$ cat config.mk
export PLATFORM = sky130hd
export DESIGN_NAME = polled_frame_master_with_ack_flat
export DESIGN_NICKNAME = d
export VERILOG_FILES = /design/src/rtl/pfm_pkg.sv /design/src/rtl/pfm_if.sv /design/src/rtl/pfm_ctrl.sv /design/src/rtl/pfm_tx.sv /design/src/rtl/polled_frame_master_with_ack.sv /design/src/flat_wrapper.sv
export SDC_FILE = /design/constraint.sdc
export NUM_CORES = 1
export LEC_CHECK = 0
export ABC_AREA = 1
export BUFFER_PORTS_ARGS = -buffer_cell sky130_fd_sc_hd__clkbuf_2
export CAP_MARGIN = 20
export CORE_ASPECT_RATIO = 1.1
export CORE_MARGIN = 2
export CORE_UTILIZATION = 56
export CTS_BUF_LIST = sky130_fd_sc_hd__clkbuf_16
export CTS_CLUSTER_SIZE = 24
export DETAILED_ROUTE_END_ITERATION = 8
export PLACE_DENSITY = 0.81
export SLEW_MARGIN = 0
export SYNTH_ARGS = -nofsm -noshare
export SYNTH_HDL_FRONTEND = slang
export SYNTH_SLANG_ARGS = --single-unit
$ cat constraint.sdc
create_clock -name clock -period 4.5 [get_ports clock]
set_input_delay 0 -clock clock [delete_from_list [all_inputs] [get_ports clock]]
set_output_delay 0 -clock clock [all_outputs]
set_load 0.02 [all_outputs]
$ cat src/rtl/pfm_pkg.sv
// shared types and constants of the polled frame master
package pfm_pkg;

   localparam logic [7:0] FRAME_START = 8'hAA;
   localparam logic [7:0] FRAME_END   = 8'h55;
   localparam logic [7:0] ACK_CODE    = 8'hAC;
   localparam logic [7:0] FIN_CODE    = 8'hFF;

   localparam logic [15:0] POLL_PERIOD_RESET    = 16'd5000;
   localparam logic [15:0] SUSPEND_PERIOD_RESET = 16'd60000;

   // event kinds
   localparam logic [1:0] OP_TICK   = 2'd0;
   localparam logic [1:0] OP_BUTTON = 2'd1;
   localparam logic [1:0] OP_RX     = 2'd2;

   // register indexes
   localparam logic REG_POLL    = 1'b0;
   localparam logic REG_SUSPEND = 1'b1;

   typedef struct packed {
      logic [15:0] poll_period;
      logic [15:0] suspend_period;
   } cfg_type;

   typedef struct packed {
      logic       valid;
      logic [7:0] mid;
   } frame_req_type;

endpackage

$ cat src/rtl/pfm_if.sv
// valid/ready channels of the request and response sides
interface pfm_req_if;
   logic       valid;
   logic       ready;
   logic [1:0] operation;
   logic [7:0] rx_byte;
   logic [7:0] slave_addr;
   logic [7:0] slave_cmd;

   modport source (output valid, output operation, output rx_byte,
                   output slave_addr, output slave_cmd, input ready);
   modport sink   (input valid, input operation, input rx_byte,
                   input slave_addr, input slave_cmd, output ready);
endinterface

interface pfm_rsp_if;
   logic       valid;
   logic       ready;
   logic [7:0] tx_byte;
   logic       tx_last;

   modport source (output valid, output tx_byte, output tx_last, input ready);
   modport sink   (input valid, input tx_byte, input tx_last, output ready);
endinterface

$ cat src/rtl/pfm_ctrl.sv
// event handling, ack parser and poll controller state
module pfm_ctrl (
   input  logic                   clock,
   input  logic                   reset,
   input  pfm_pkg::cfg_type       cfg,
   input  logic                   accept,
   input  logic [1:0]             operation,
   input  logic [7:0]             rx_byte,
   input  logic [7:0]             slave_addr,
   input  logic [7:0]             slave_cmd,
   output pfm_pkg::frame_req_type frame
);

   localparam logic [1:0] MODE_IDLE    = 2'd0;
   localparam logic [1:0] MODE_WAIT1   = 2'd1;
   localparam logic [1:0] MODE_WAIT2   = 2'd2;
   localparam logic [1:0] MODE_SUSPEND = 2'd3;

   localparam logic [1:0] PARSE_HUNT = 2'd0;
   localparam logic [1:0] PARSE_MID  = 2'd1;
   localparam logic [1:0] PARSE_END  = 2'd2;

   logic [1:0]  mode_ff, mode_in;
   logic [15:0] count_ff, count_in;
   logic        ack_ff, ack_in;
   logic [1:0]  pidx_ff, pidx_in;
   logic [7:0]  mid_ff, mid_in;
   logic [7:0]  held_ff, held_in;
   logic [15:0] count_inc;
   logic        tick;

   assign tick      = (operation == pfm_pkg::OP_TICK);
   assign count_inc = count_ff + 16'd1;

   always_comb begin
      mode_in     = mode_ff;
      count_in    = count_ff;
      ack_in      = ack_ff;
      pidx_in     = pidx_ff;
      mid_in      = mid_ff;
      held_in     = held_ff;
      frame.valid = 1'b0;
      frame.mid   = pfm_pkg::FIN_CODE;
      if (operation == pfm_pkg::OP_BUTTON) begin
         mode_in  = MODE_SUSPEND;
         count_in = '0;
         pidx_in  = PARSE_HUNT;
         mid_in   = '0;
         ack_in   = 1'b0;
      end else begin
         // parse first so an ack completed by this byte is seen by the step
         if (operation == pfm_pkg::OP_RX && mode_ff != MODE_SUSPEND) begin
            case (pidx_ff)
               PARSE_MID: begin
                  mid_in  = rx_byte;
                  pidx_in = PARSE_END;
               end
               PARSE_END: begin
                  pidx_in = PARSE_HUNT;
                  if (rx_byte == pfm_pkg::FRAME_END && mid_ff == pfm_pkg::ACK_CODE)
                     ack_in = 1'b1;
               end
               default: begin
                  pidx_in = (rx_byte == pfm_pkg::FRAME_START) ? PARSE_MID : PARSE_HUNT;
               end
            endcase
         end
         case (mode_ff)
            MODE_IDLE: begin
               if (tick) begin
                  count_in = count_inc;
                  if (count_inc >= cfg.poll_period) begin
                     count_in    = '0;
                     held_in     = slave_cmd;
                     mode_in     = MODE_WAIT1;
                     frame.valid = 1'b1;
                     frame.mid   = slave_addr;
                  end
               end
            end
            MODE_WAIT1: begin
               if (ack_in) begin
                  ack_in      = 1'b0;
                  mode_in     = MODE_WAIT2;
                  frame.valid = 1'b1;
                  frame.mid   = held_ff;
               end
            end
            MODE_WAIT2: begin
               if (ack_in) begin
                  ack_in      = 1'b0;
                  count_in    = '0;
                  mode_in     = MODE_IDLE;
                  frame.valid = 1'b1;
                  frame.mid   = pfm_pkg::FIN_CODE;
               end
            end
            default: begin
               if (tick) begin
                  count_in = count_inc;
                  if (count_inc >= cfg.suspend_period) begin
                     mode_in  = MODE_IDLE;
                     count_in = '0;
                     pidx_in  = PARSE_HUNT;
                     mid_in   = '0;
                  end
               end
            end
         endcase
      end
      if (!accept)
         frame.valid = 1'b0;
   end

   always_ff @(posedge clock) begin
      if (reset) begin
         mode_ff  <= MODE_IDLE;
         count_ff <= '0;
         ack_ff   <= 1'b0;
         pidx_ff  <= PARSE_HUNT;
         mid_ff   <= '0;
         held_ff  <= '0;
      end else if (accept) begin
         mode_ff  <= mode_in;
         count_ff <= count_in;
         ack_ff   <= ack_in;
         pidx_ff  <= pidx_in;
         mid_ff   <= mid_in;
         held_ff  <= held_in;
      end
   end

endmodule

$ cat src/rtl/pfm_tx.sv
// frame serializer with one waiting frame slot
module pfm_tx (
   input  logic                   clock,
   input  logic                   reset,
   input  pfm_pkg::frame_req_type frame,
   output logic                   can_take,
   pfm_rsp_if.source              rsp
);

   localparam logic [1:0] POS_START = 2'd0;
   localparam logic [1:0] POS_MID   = 2'd1;
   localparam logic [1:0] POS_END   = 2'd2;

   logic       cur_valid_ff, cur_valid_in;
   logic [7:0] cur_mid_ff, cur_mid_in;
   logic [1:0] pos_ff, pos_in;
   logic       pend_valid_ff, pend_valid_in;
   logic [7:0] pend_mid_ff, pend_mid_in;
   logic       moved;
   logic       cur_free;

   assign can_take = !pend_valid_ff;
   assign moved    = cur_valid_ff && rsp.ready;
   assign cur_free = !cur_valid_ff || (moved && pos_ff == POS_END);

   assign rsp.valid   = cur_valid_ff;
   assign rsp.tx_last = (pos_ff == POS_END);

   always_comb begin
      case (pos_ff)
         POS_START: rsp.tx_byte = pfm_pkg::FRAME_START;
         POS_MID:   rsp.tx_byte = cur_mid_ff;
         default:   rsp.tx_byte = pfm_pkg::FRAME_END;
      endcase
   end

   always_comb begin
      cur_valid_in  = cur_valid_ff;
      cur_mid_in    = cur_mid_ff;
      pos_in        = pos_ff;
      pend_valid_in = pend_valid_ff;
      pend_mid_in   = pend_mid_ff;
      if (cur_free) begin
         pos_in = POS_START;
         if (pend_valid_ff) begin
            cur_valid_in  = 1'b1;
            cur_mid_in    = pend_mid_ff;
            pend_valid_in = frame.valid;
            pend_mid_in   = frame.mid;
         end else begin
            cur_valid_in = frame.valid;
            cur_mid_in   = frame.mid;
         end
      end else begin
         if (moved)
            pos_in = pos_ff + 2'd1;
         if (frame.valid) begin
            pend_valid_in = 1'b1;
            pend_mid_in   = frame.mid;
         end
      end
   end

   always_ff @(posedge clock) begin
      if (reset) begin
         cur_valid_ff  <= 1'b0;
         pend_valid_ff <= 1'b0;
         pos_ff        <= POS_START;
      end else begin
         cur_valid_ff  <= cur_valid_in;
         pend_valid_ff <= pend_valid_in;
         pos_ff        <= pos_in;
      end
      cur_mid_ff  <= cur_mid_in;
      pend_mid_ff <= pend_mid_in;
   end

endmodule

$ cat src/rtl/polled_frame_master_with_ack.sv
// polled frame master: event handling, frame output and register port
// an event's state update happens at its accepting edge; its frame is registered into the
// serializer (or the waiting slot while one drains) and goes out on rsp as three
// transactions (AA, middle byte, 55 with tx_last); events are taken every cycle while
// the waiting frame slot is empty; a frame queued behind a draining one holds req ready low
// synchronous reset returns to idle with cleared counters and periods 5000 / 60000
module polled_frame_master_with_ack (
   input  logic        clock,
   input  logic        reset,
   pfm_req_if.sink     req_bus,
   pfm_rsp_if.source   rsp_bus,
   input  logic        psel,
   input  logic        penable,
   input  logic        pwrite,
   input  logic [2:0]  paddr,
   input  logic [31:0] pwdata,
   output logic [31:0] prdata,
   output logic        pready
);

   pfm_pkg::cfg_type       cfg_ff;
   pfm_pkg::frame_req_type frame;
   logic                   can_take;
   logic                   accept;
   logic                   wr_en;

   assign pready        = 1'b1;
   assign wr_en         = psel && penable && pwrite;
   assign req_bus.ready = can_take;
   assign accept        = req_bus.valid && can_take;

   always_comb begin
      case (paddr[2])
         pfm_pkg::REG_POLL: prdata = {16'd0, cfg_ff.poll_period};
         default:           prdata = {16'd0, cfg_ff.suspend_period};
      endcase
   end

   always_ff @(posedge clock) begin
      if (reset) begin
         cfg_ff.poll_period    <= pfm_pkg::POLL_PERIOD_RESET;
         cfg_ff.suspend_period <= pfm_pkg::SUSPEND_PERIOD_RESET;
      end else if (wr_en) begin
         if (paddr[2] == pfm_pkg::REG_POLL)
            cfg_ff.poll_period <= pwdata[15:0];
         else
            cfg_ff.suspend_period <= pwdata[15:0];
      end
   end

   pfm_ctrl u_ctrl (
      .clock      (clock),
      .reset      (reset),
      .cfg        (cfg_ff),
      .accept     (accept),
      .operation  (req_bus.operation),
      .rx_byte    (req_bus.rx_byte),
      .slave_addr (req_bus.slave_addr),
      .slave_cmd  (req_bus.slave_cmd),
      .frame      (frame)
   );

   pfm_tx u_tx (
      .clock    (clock),
      .reset    (reset),
      .frame    (frame),
      .can_take (can_take),
      .rsp      (rsp_bus)
   );

endmodule
$ cat src/flat_wrapper.sv
// flat-port wrapper written by rule: the top's interface ports become plain ports
module polled_frame_master_with_ack_flat 
  (clock, reset, psel, penable, pwrite, paddr, pwdata, prdata, pready, req_bus_valid, req_bus_operation, req_bus_rx_byte, req_bus_slave_addr, req_bus_slave_cmd, req_bus_ready, rsp_bus_valid, rsp_bus_tx_byte, rsp_bus_tx_last, rsp_bus_ready);
  pfm_req_if req_bus_i ();
  pfm_rsp_if rsp_bus_i ();
  input  logic clock;
  input  logic reset;
  input  logic psel;
  input  logic penable;
  input  logic pwrite;
  input  logic [2:0] paddr;
  input  logic [31:0] pwdata;
  output logic [31:0] prdata;
  output logic pready;
  input wire logic [$bits(req_bus_i.valid)-1:0] req_bus_valid;
  input wire logic [$bits(req_bus_i.operation)-1:0] req_bus_operation;
  input wire logic [$bits(req_bus_i.rx_byte)-1:0] req_bus_rx_byte;
  input wire logic [$bits(req_bus_i.slave_addr)-1:0] req_bus_slave_addr;
  input wire logic [$bits(req_bus_i.slave_cmd)-1:0] req_bus_slave_cmd;
  output wire logic [$bits(req_bus_i.ready)-1:0] req_bus_ready;
  output wire logic [$bits(rsp_bus_i.valid)-1:0] rsp_bus_valid;
  output wire logic [$bits(rsp_bus_i.tx_byte)-1:0] rsp_bus_tx_byte;
  output wire logic [$bits(rsp_bus_i.tx_last)-1:0] rsp_bus_tx_last;
  input wire logic [$bits(rsp_bus_i.ready)-1:0] rsp_bus_ready;
  assign req_bus_i.valid = req_bus_valid;
  assign req_bus_i.operation = req_bus_operation;
  assign req_bus_i.rx_byte = req_bus_rx_byte;
  assign req_bus_i.slave_addr = req_bus_slave_addr;
  assign req_bus_i.slave_cmd = req_bus_slave_cmd;
  assign req_bus_ready = req_bus_i.ready;
  assign rsp_bus_valid = rsp_bus_i.valid;
  assign rsp_bus_tx_byte = rsp_bus_i.tx_byte;
  assign rsp_bus_tx_last = rsp_bus_i.tx_last;
  assign rsp_bus_i.ready = rsp_bus_ready;
  polled_frame_master_with_ack u_core (.clock(clock), .reset(reset), .req_bus(req_bus_i), .rsp_bus(rsp_bus_i), .psel(psel), .penable(penable), .pwrite(pwrite), .paddr(paddr), .pwdata(pwdata), .prdata(prdata), .pready(pready));
endmodule
Yosys cells after proc, flatten, opt, wreduce, memory -nomap -nowiden
Index checks and enable logic that the tools add are counted.
{"block": "op_classes", "n_lt_le_gt_ge": 2, "n_eq_ne": 18, "n_reduce_logical": 26, "n_mux": 51, "n_bitwise": 2, "n_addsub": 2}
{"op": "16-bit 2-to-1 mux", "count": 7}
{"op": "8-bit 2-to-1 mux", "count": 10}
{"op": "16-bit case mux with 3 select lines", "count": 1}
{"op": "9-bit 2-to-1 mux", "count": 5}
{"op": "16-bit >= comparator", "count": 2}
{"op": "9-bit case mux with 3 select lines", "count": 1}
{"op": "2-bit 2-to-1 mux", "count": 12}
{"op": "16-bit by 1-bit adder with 16-bit output, second input constant", "count": 1}
{"op": "8-bit equality test, second input constant", "count": 2}
{"op": "8-bit case mux with 2 select lines", "count": 1}
{"op": "1-bit 2-to-1 mux", "count": 12}
{"op": "3-bit inequality test, second input constant", "count": 4}
{"op": "5-bit AND reduction", "count": 2}
{"op": "2-bit by 1-bit equality test with 1-bit output, second input constant", "count": 4}
{"op": "2-bit equality test, second input constant", "count": 4}
{"op": "8-bit by 7-bit equality test with 1-bit output, second input constant", "count": 1}
{"op": "1-bit logical AND", "count": 7}
{"op": "7-bit AND reduction", "count": 1}
{"op": "2-bit logical NOT", "count": 3}
{"op": "2-bit inequality test, second input constant", "count": 3}
{"op": "2-bit case mux with 3 select lines", "count": 1}
{"op": "2-bit AND reduction", "count": 3}
{"op": "5-bit nonzero test", "count": 1}
{"op": "2-bit case mux with 2 select lines", "count": 1}
{"op": "9 further kinds", "count": 12}
{"block": "totals", "input_bits": 68, "regBits": 89, "wordCells": 114}

Logic depth before layout (Yosys ltp)
{"block": "logic_depth", "depth_word": 12, "mapped_depth": 21, "ltp_nobuf": 21}

By module
Synthesis repeated with hierarchy kept, for this count alone.
{"block": "unflattened", "hier_cells": 840, "hier_area_um2": 5808.1}
{"module": "pfm_ctrl", "cells_each": 495, "seq_area_each_um2": 740.7, "n_inst": 1, "area_per_inst_um2": 3250.6}
{"module": "polled_frame_master_with_ack", "cells_each": 255, "seq_area_each_um2": 640.6, "n_inst": 1, "area_per_inst_um2": 1674.1}
{"module": "pfm_tx", "cells_each": 90, "seq_area_each_um2": 560.5, "n_inst": 1, "area_per_inst_um2": 883.3}

Worst setup path before layout
No wires, ideal clock.
{"block": "synth_timing", "path_type": "flip-flop to flip-flop", "start": "register u_core.u_ctrl.count_ff[0]", "end": "register u_core.u_tx.pend_mid_ff[0], enable pin", "synth_period_minus_slack_ns": 3.145, "path_stages_with_launch": 19, "required_ns": 4.125, "setup_slack_ns": 1.355, "t_arrival_ns": 2.770, "path_cell_list": "dfxtp_1 -> ha_1 -> nand2_1 -> nor2_1 -> nand2_1 -> nor3_4 -> nand3_1 -> xnor2_1 -> ha_1 -> nand2_1 -> inv_1 -> nand3_1 -> nor3_1 -> nand2_1 -> nand3_1 -> nand3_1 -> o21ai_0 -> nand2_1 -> a21oi_1"}
{"block": "synth_between", "elab_chain_cells": 9}
{"element": "start, declared", "line": "pfm_ctrl.sv:24", "source": "logic [15:0] count_ff, count_in;"}
{"element": "start signal, assigned", "line": "pfm_ctrl.sv:125", "source": "count_ff <= count_in;"}
{"element": "16-bit by 1-bit adder with 16-bit output", "line": "pfm_ctrl.sv:33", "source": "assign count_inc = count_ff + 16'd1;"}
{"element": "16-bit >= comparator", "line": "pfm_ctrl.sv:72", "source": "if (count_inc >= cfg.poll_period) begin"}
{"element": "9-bit 2-to-1 mux", "line": "pfm_ctrl.sv:72"}
{"element": "9-bit 2-to-1 mux", "line": "pfm_ctrl.sv:70", "source": "if (tick) begin"}
{"element": "9-bit case mux with 3 select lines", "line": "pfm_ctrl.sv:68", "source": "case (mode_ff)"}
{"element": "9-bit 2-to-1 mux", "line": "pfm_ctrl.sv:44", "source": "if (operation == pfm_pkg::OP_BUTTON) begin"}
{"element": "1-bit 2-to-1 mux", "line": "pfm_ctrl.sv:111", "source": "if (!accept)"}
{"element": "2-bit nonzero test (no line)"}
{"element": "2-bit AND reduction (no line)"}
{"element": "end signal, assigned", "line": "pfm_tx.sv:75", "source": "pend_mid_ff <= pend_mid_in;"}
{"element": "end, declared", "line": "pfm_tx.sv:18", "source": "logic [7:0] pend_mid_ff, pend_mid_in;"}
Every way passes these cells.
A chain may end at the register's enable or synchronous reset.

Worst setup path after layout
{"block": "layout_timing", "start": "register u_core.u_ctrl.count_ff[0]", "end": "register u_core.u_tx.pend_mid_ff[7], enable pin"}
The elaborated chain is that of the path after synthesis.

==> impl_results.md <==
* Outcome: finished with violations
* Failing checks: negative hold slack
* Crit-path max FO at 8
* H-Tree Depth at 3
* RSZ-0062 raised after global routing: false
* Prevailing post-synth register cell: dfxtp_1
* Core box area at 9400 µm²
* Synthesized instance count at 767
* Layout area overhead at 17.5%
* Die W at 97.8 µm
* Port-buffer cells at 76
* Biggest area consumer among synthesized cells: dfxtp_1
* Number of synthesized flops with an enable pin at 16
* Root Buffer Master: clkbuf_16
* FF+latch count, synth at 89
* Max cap viols at 0
* Antenna cell count at 0
* Sink Count at 89
* Yosys top cell area share at 27.0%
* CP arrival at 3.82 ns
* Sequential fraction of the synthesis area at 35.8%
* Initial Util at 57.7%
* Hold slack at -0.000684 ns
* CTS resizes at 0
* DR vias at 5212
* Achievable Freq at 261 MHz
* Final setup fails at 0
* Pre-CTS WS at 0.782 ns
* Worst setup margin at 0.663 ns
* Mapped Area at 5420 µm²
* Num CTS Buffers at 9
* Clk slew on worst S/H paths at 0.06 ns
* CP startpoint kind: register
* Row count at 37
* Final Hold Viols at 1
* Clk_lat worst skew at 0.35 ns
* Vias per cell at 5.35
* Tot GR Track Use at 24.8%
* Final GP Congestion at 0.900
* Total gr overflow at 0
* Die area at 10500 µm²
* WL final at 12900 µm
* Die height at 107 µm
* # hold bufs at CTS at 27
* Normalized max-slew margin at 33.6%
* # Post-CTS Setup Buffers at 0
* Asr flop ratio synth at 0%
* First-pass GRT wire length at 21300 µm
* Crit path capture type: register
* Largest net degree at the start of global routing at 38
* Maximum buffer depth of the clock tree at 2
* Drt initial violations at 286
* TritonRoute pass-1 iters at 5
* IO Pins at 112
* Syn_area_per_cell at 7.07 µm²
* Pwr/cell area at 282 nW/µm²
* Leakage at 3.01 nW
* Worst vdd ir at 193 µV
* Ratio of cells with drive above 1 in the final layout at 12.7%
* ANT nets after route at 0
* Non-Filler Instances at 975
* Drt drc at 0
* Ranking of synthesized cells by area: dfxtp_1, nand2_1, ha_1
* Critical path type: register to register
* CTS tree: built
* Slew Viols, Final at 0
* Vias in the first global route at 4910
* Least-Margin Pin Slew at 0.992 ns
* Synth warn at 0
* Post-DP HPWL at 9160 µm
* Nets at 967
* Placed Instances at 933
* Clk_skew at 0.00997 ns
* Data required, critical path at 4.48 ns
* Hold Crit Class: input port to register
* Initial antenna violation count at 0
* Tcrit/Tclk final at 85.3%
* Setup TNS at 0 ns
* Wire length per cell at 13.3 µm
* Fin crit period at 3.84 ns
* Netlist cell types at 42
## power breakdown
group          internal, mW  leakage (nW)  switching, mW
logic                0.0757          2.14          0.135
registers             0.827         0.727        0.00789
clock network         0.454         0.144          0.298
## cell families after synthesis
kind of cell | count (synthesis) | synth area share, %
buffers and inverters | 140 | 11.1
xor gates and xnor gates | 12 | 1.94
other | 2 | 0.139
muxes | 2 | 0.369
and+or+nand+nor | 323 | 25.9
adders and majority gates | 44 | 10.2
AOI/OAI and AO/OA | 155 | 14.6
DFF | 89 | 35.8
## final timing paths
path	startpoint	to	slack, ns	depth (start not counted)
max	u_core.u_ctrl.count_ff[0]$_SDFFE_PP0P_	u_core.u_tx.pend_mid_ff[7]$_DFFE_PP_	0.66	18
min	rsp_bus_ready	u_core.u_tx.pos_ff[0]$_SDFFE_PP0P_	-0.0007	4
max reg2reg	u_core.u_ctrl.count_ff[0]$_SDFFE_PP0P_	u_core.u_tx.pend_mid_ff[7]$_DFFE_PP_	0.66	18
min reg2reg	u_core.u_ctrl.mid_ff[4]$_SDFFE_PP0P_	u_core.u_ctrl.mid_ff[4]$_SDFFE_PP0P_	0.48	2
## metrics by stage
stage / power, mW / cell area, µm² / hold slack (ns) / utilization, %
3_5_place_dp: 1.04 / 5780 / 0.227 / 61.5
2_1_floorplan: 0.987 / 5480 / 0.126 / -
5_1_grt: 1.86 / 6370 / 0.0254 / 67.8
6_report: 1.80 / 6370 / -0.000684 / 67.8
3_3_place_gp: 1.03 / 5780 / 0.223 / 61.5
4_1_cts: 1.79 / 6340 / 0.00322 / 67.5
## metal layers
| metal | GRT usage, % | vias up | share of wire, % | wire, µm |
|---|---|---|---|---|
| met3 | 4.04 | 36 | 5.3 | 681 |
| met1 | 27.6 | 2370 | 40 | 5180 |
| met2 | 45.9 | 186 | 52 | 6720 |
| li1 | - | 2620 | - | - |
| met5 | 0 | - | 0 | 0 |
| met4 | 11.8 | 0 | 2.9 | 376 |
## critical path, cell delays in order, from the launching register on
cell     delay [ns]
dfxtp_1        0.40
ha_1           0.21
nand2_1        0.08
nor2_1         0.14
nand2_1        0.12
nor3_4         0.20
nand3_1        0.12
xnor2_1        0.19
ha_1           0.30
nand2_1        0.06
inv_1          0.07
nand3_1        0.06
nor3_1         0.33
nand2_1        0.15
nand3_1        0.18
nand3_1        0.08
o21ai_0        0.10
nand2_1        0.11
a21oi_1        0.58
## state kept, by name, summed over array words and instances, names as in the netlist
name / count
u_core.cfg_ff: 32
u_core.u_ctrl.count_ff: 16
u_core.u_ctrl.held_ff: 8
u_core.u_ctrl.mid_ff: 8
u_core.u_tx.cur_mid_ff: 8
u_core.u_tx.pend_mid_ff: 8
u_core.u_ctrl.mode_ff: 2
u_core.u_ctrl.pidx_ff: 2
u_core.u_tx.pos_ff: 2
u_core.u_ctrl.ack_ff: 1
u_core.u_tx.pend_valid_ff: 1
u_core.u_tx.rsp.valid: 1
## final cells by class
class	instances	area [µm²]
Inverter	97	364
Multi-Input combinational cell	553	2940
Clock inverter	4	45.0
Timing Repair Buffer	105	686
Sequential cell	89	1940
Fill cell	773	3030
Clock buffer	10	250
Tap cell	117	146
## cell usage in the layout, fill, tap and decap left out, types with 4 or more instances in the layout
cell type / instances
a21oi_1: 83
clkbuf_16: 10
clkbuf_2: 76
conb_1: 17
dfxtp_1: 73
dlygate4sd3_1: 27
edfxtp_1: 16
ha_1: 44
inv_1: 96
nand2_1: 195
nand3_1: 38
nand3b_1: 4
nand4_1: 8
nor2_1: 51
nor2_2: 5
nor3_1: 6
o21ai_0: 65
xnor2_1: 5
xor2_1: 7
## cell usage after synthesis (all sizes together), types with 4 or more instances
master and instances:
inv 96, buf 22, nand4 9, nand3b 4, nor2 58, clkbuf 21, a21oi 84, nand3 39
xnor2 5, nor3 8, nand2 199, xor2 7, o21ai 68, edfxtp 16, ha 44, dfxtp 73
No activity file was read; power rests on OpenSTA's default activity.
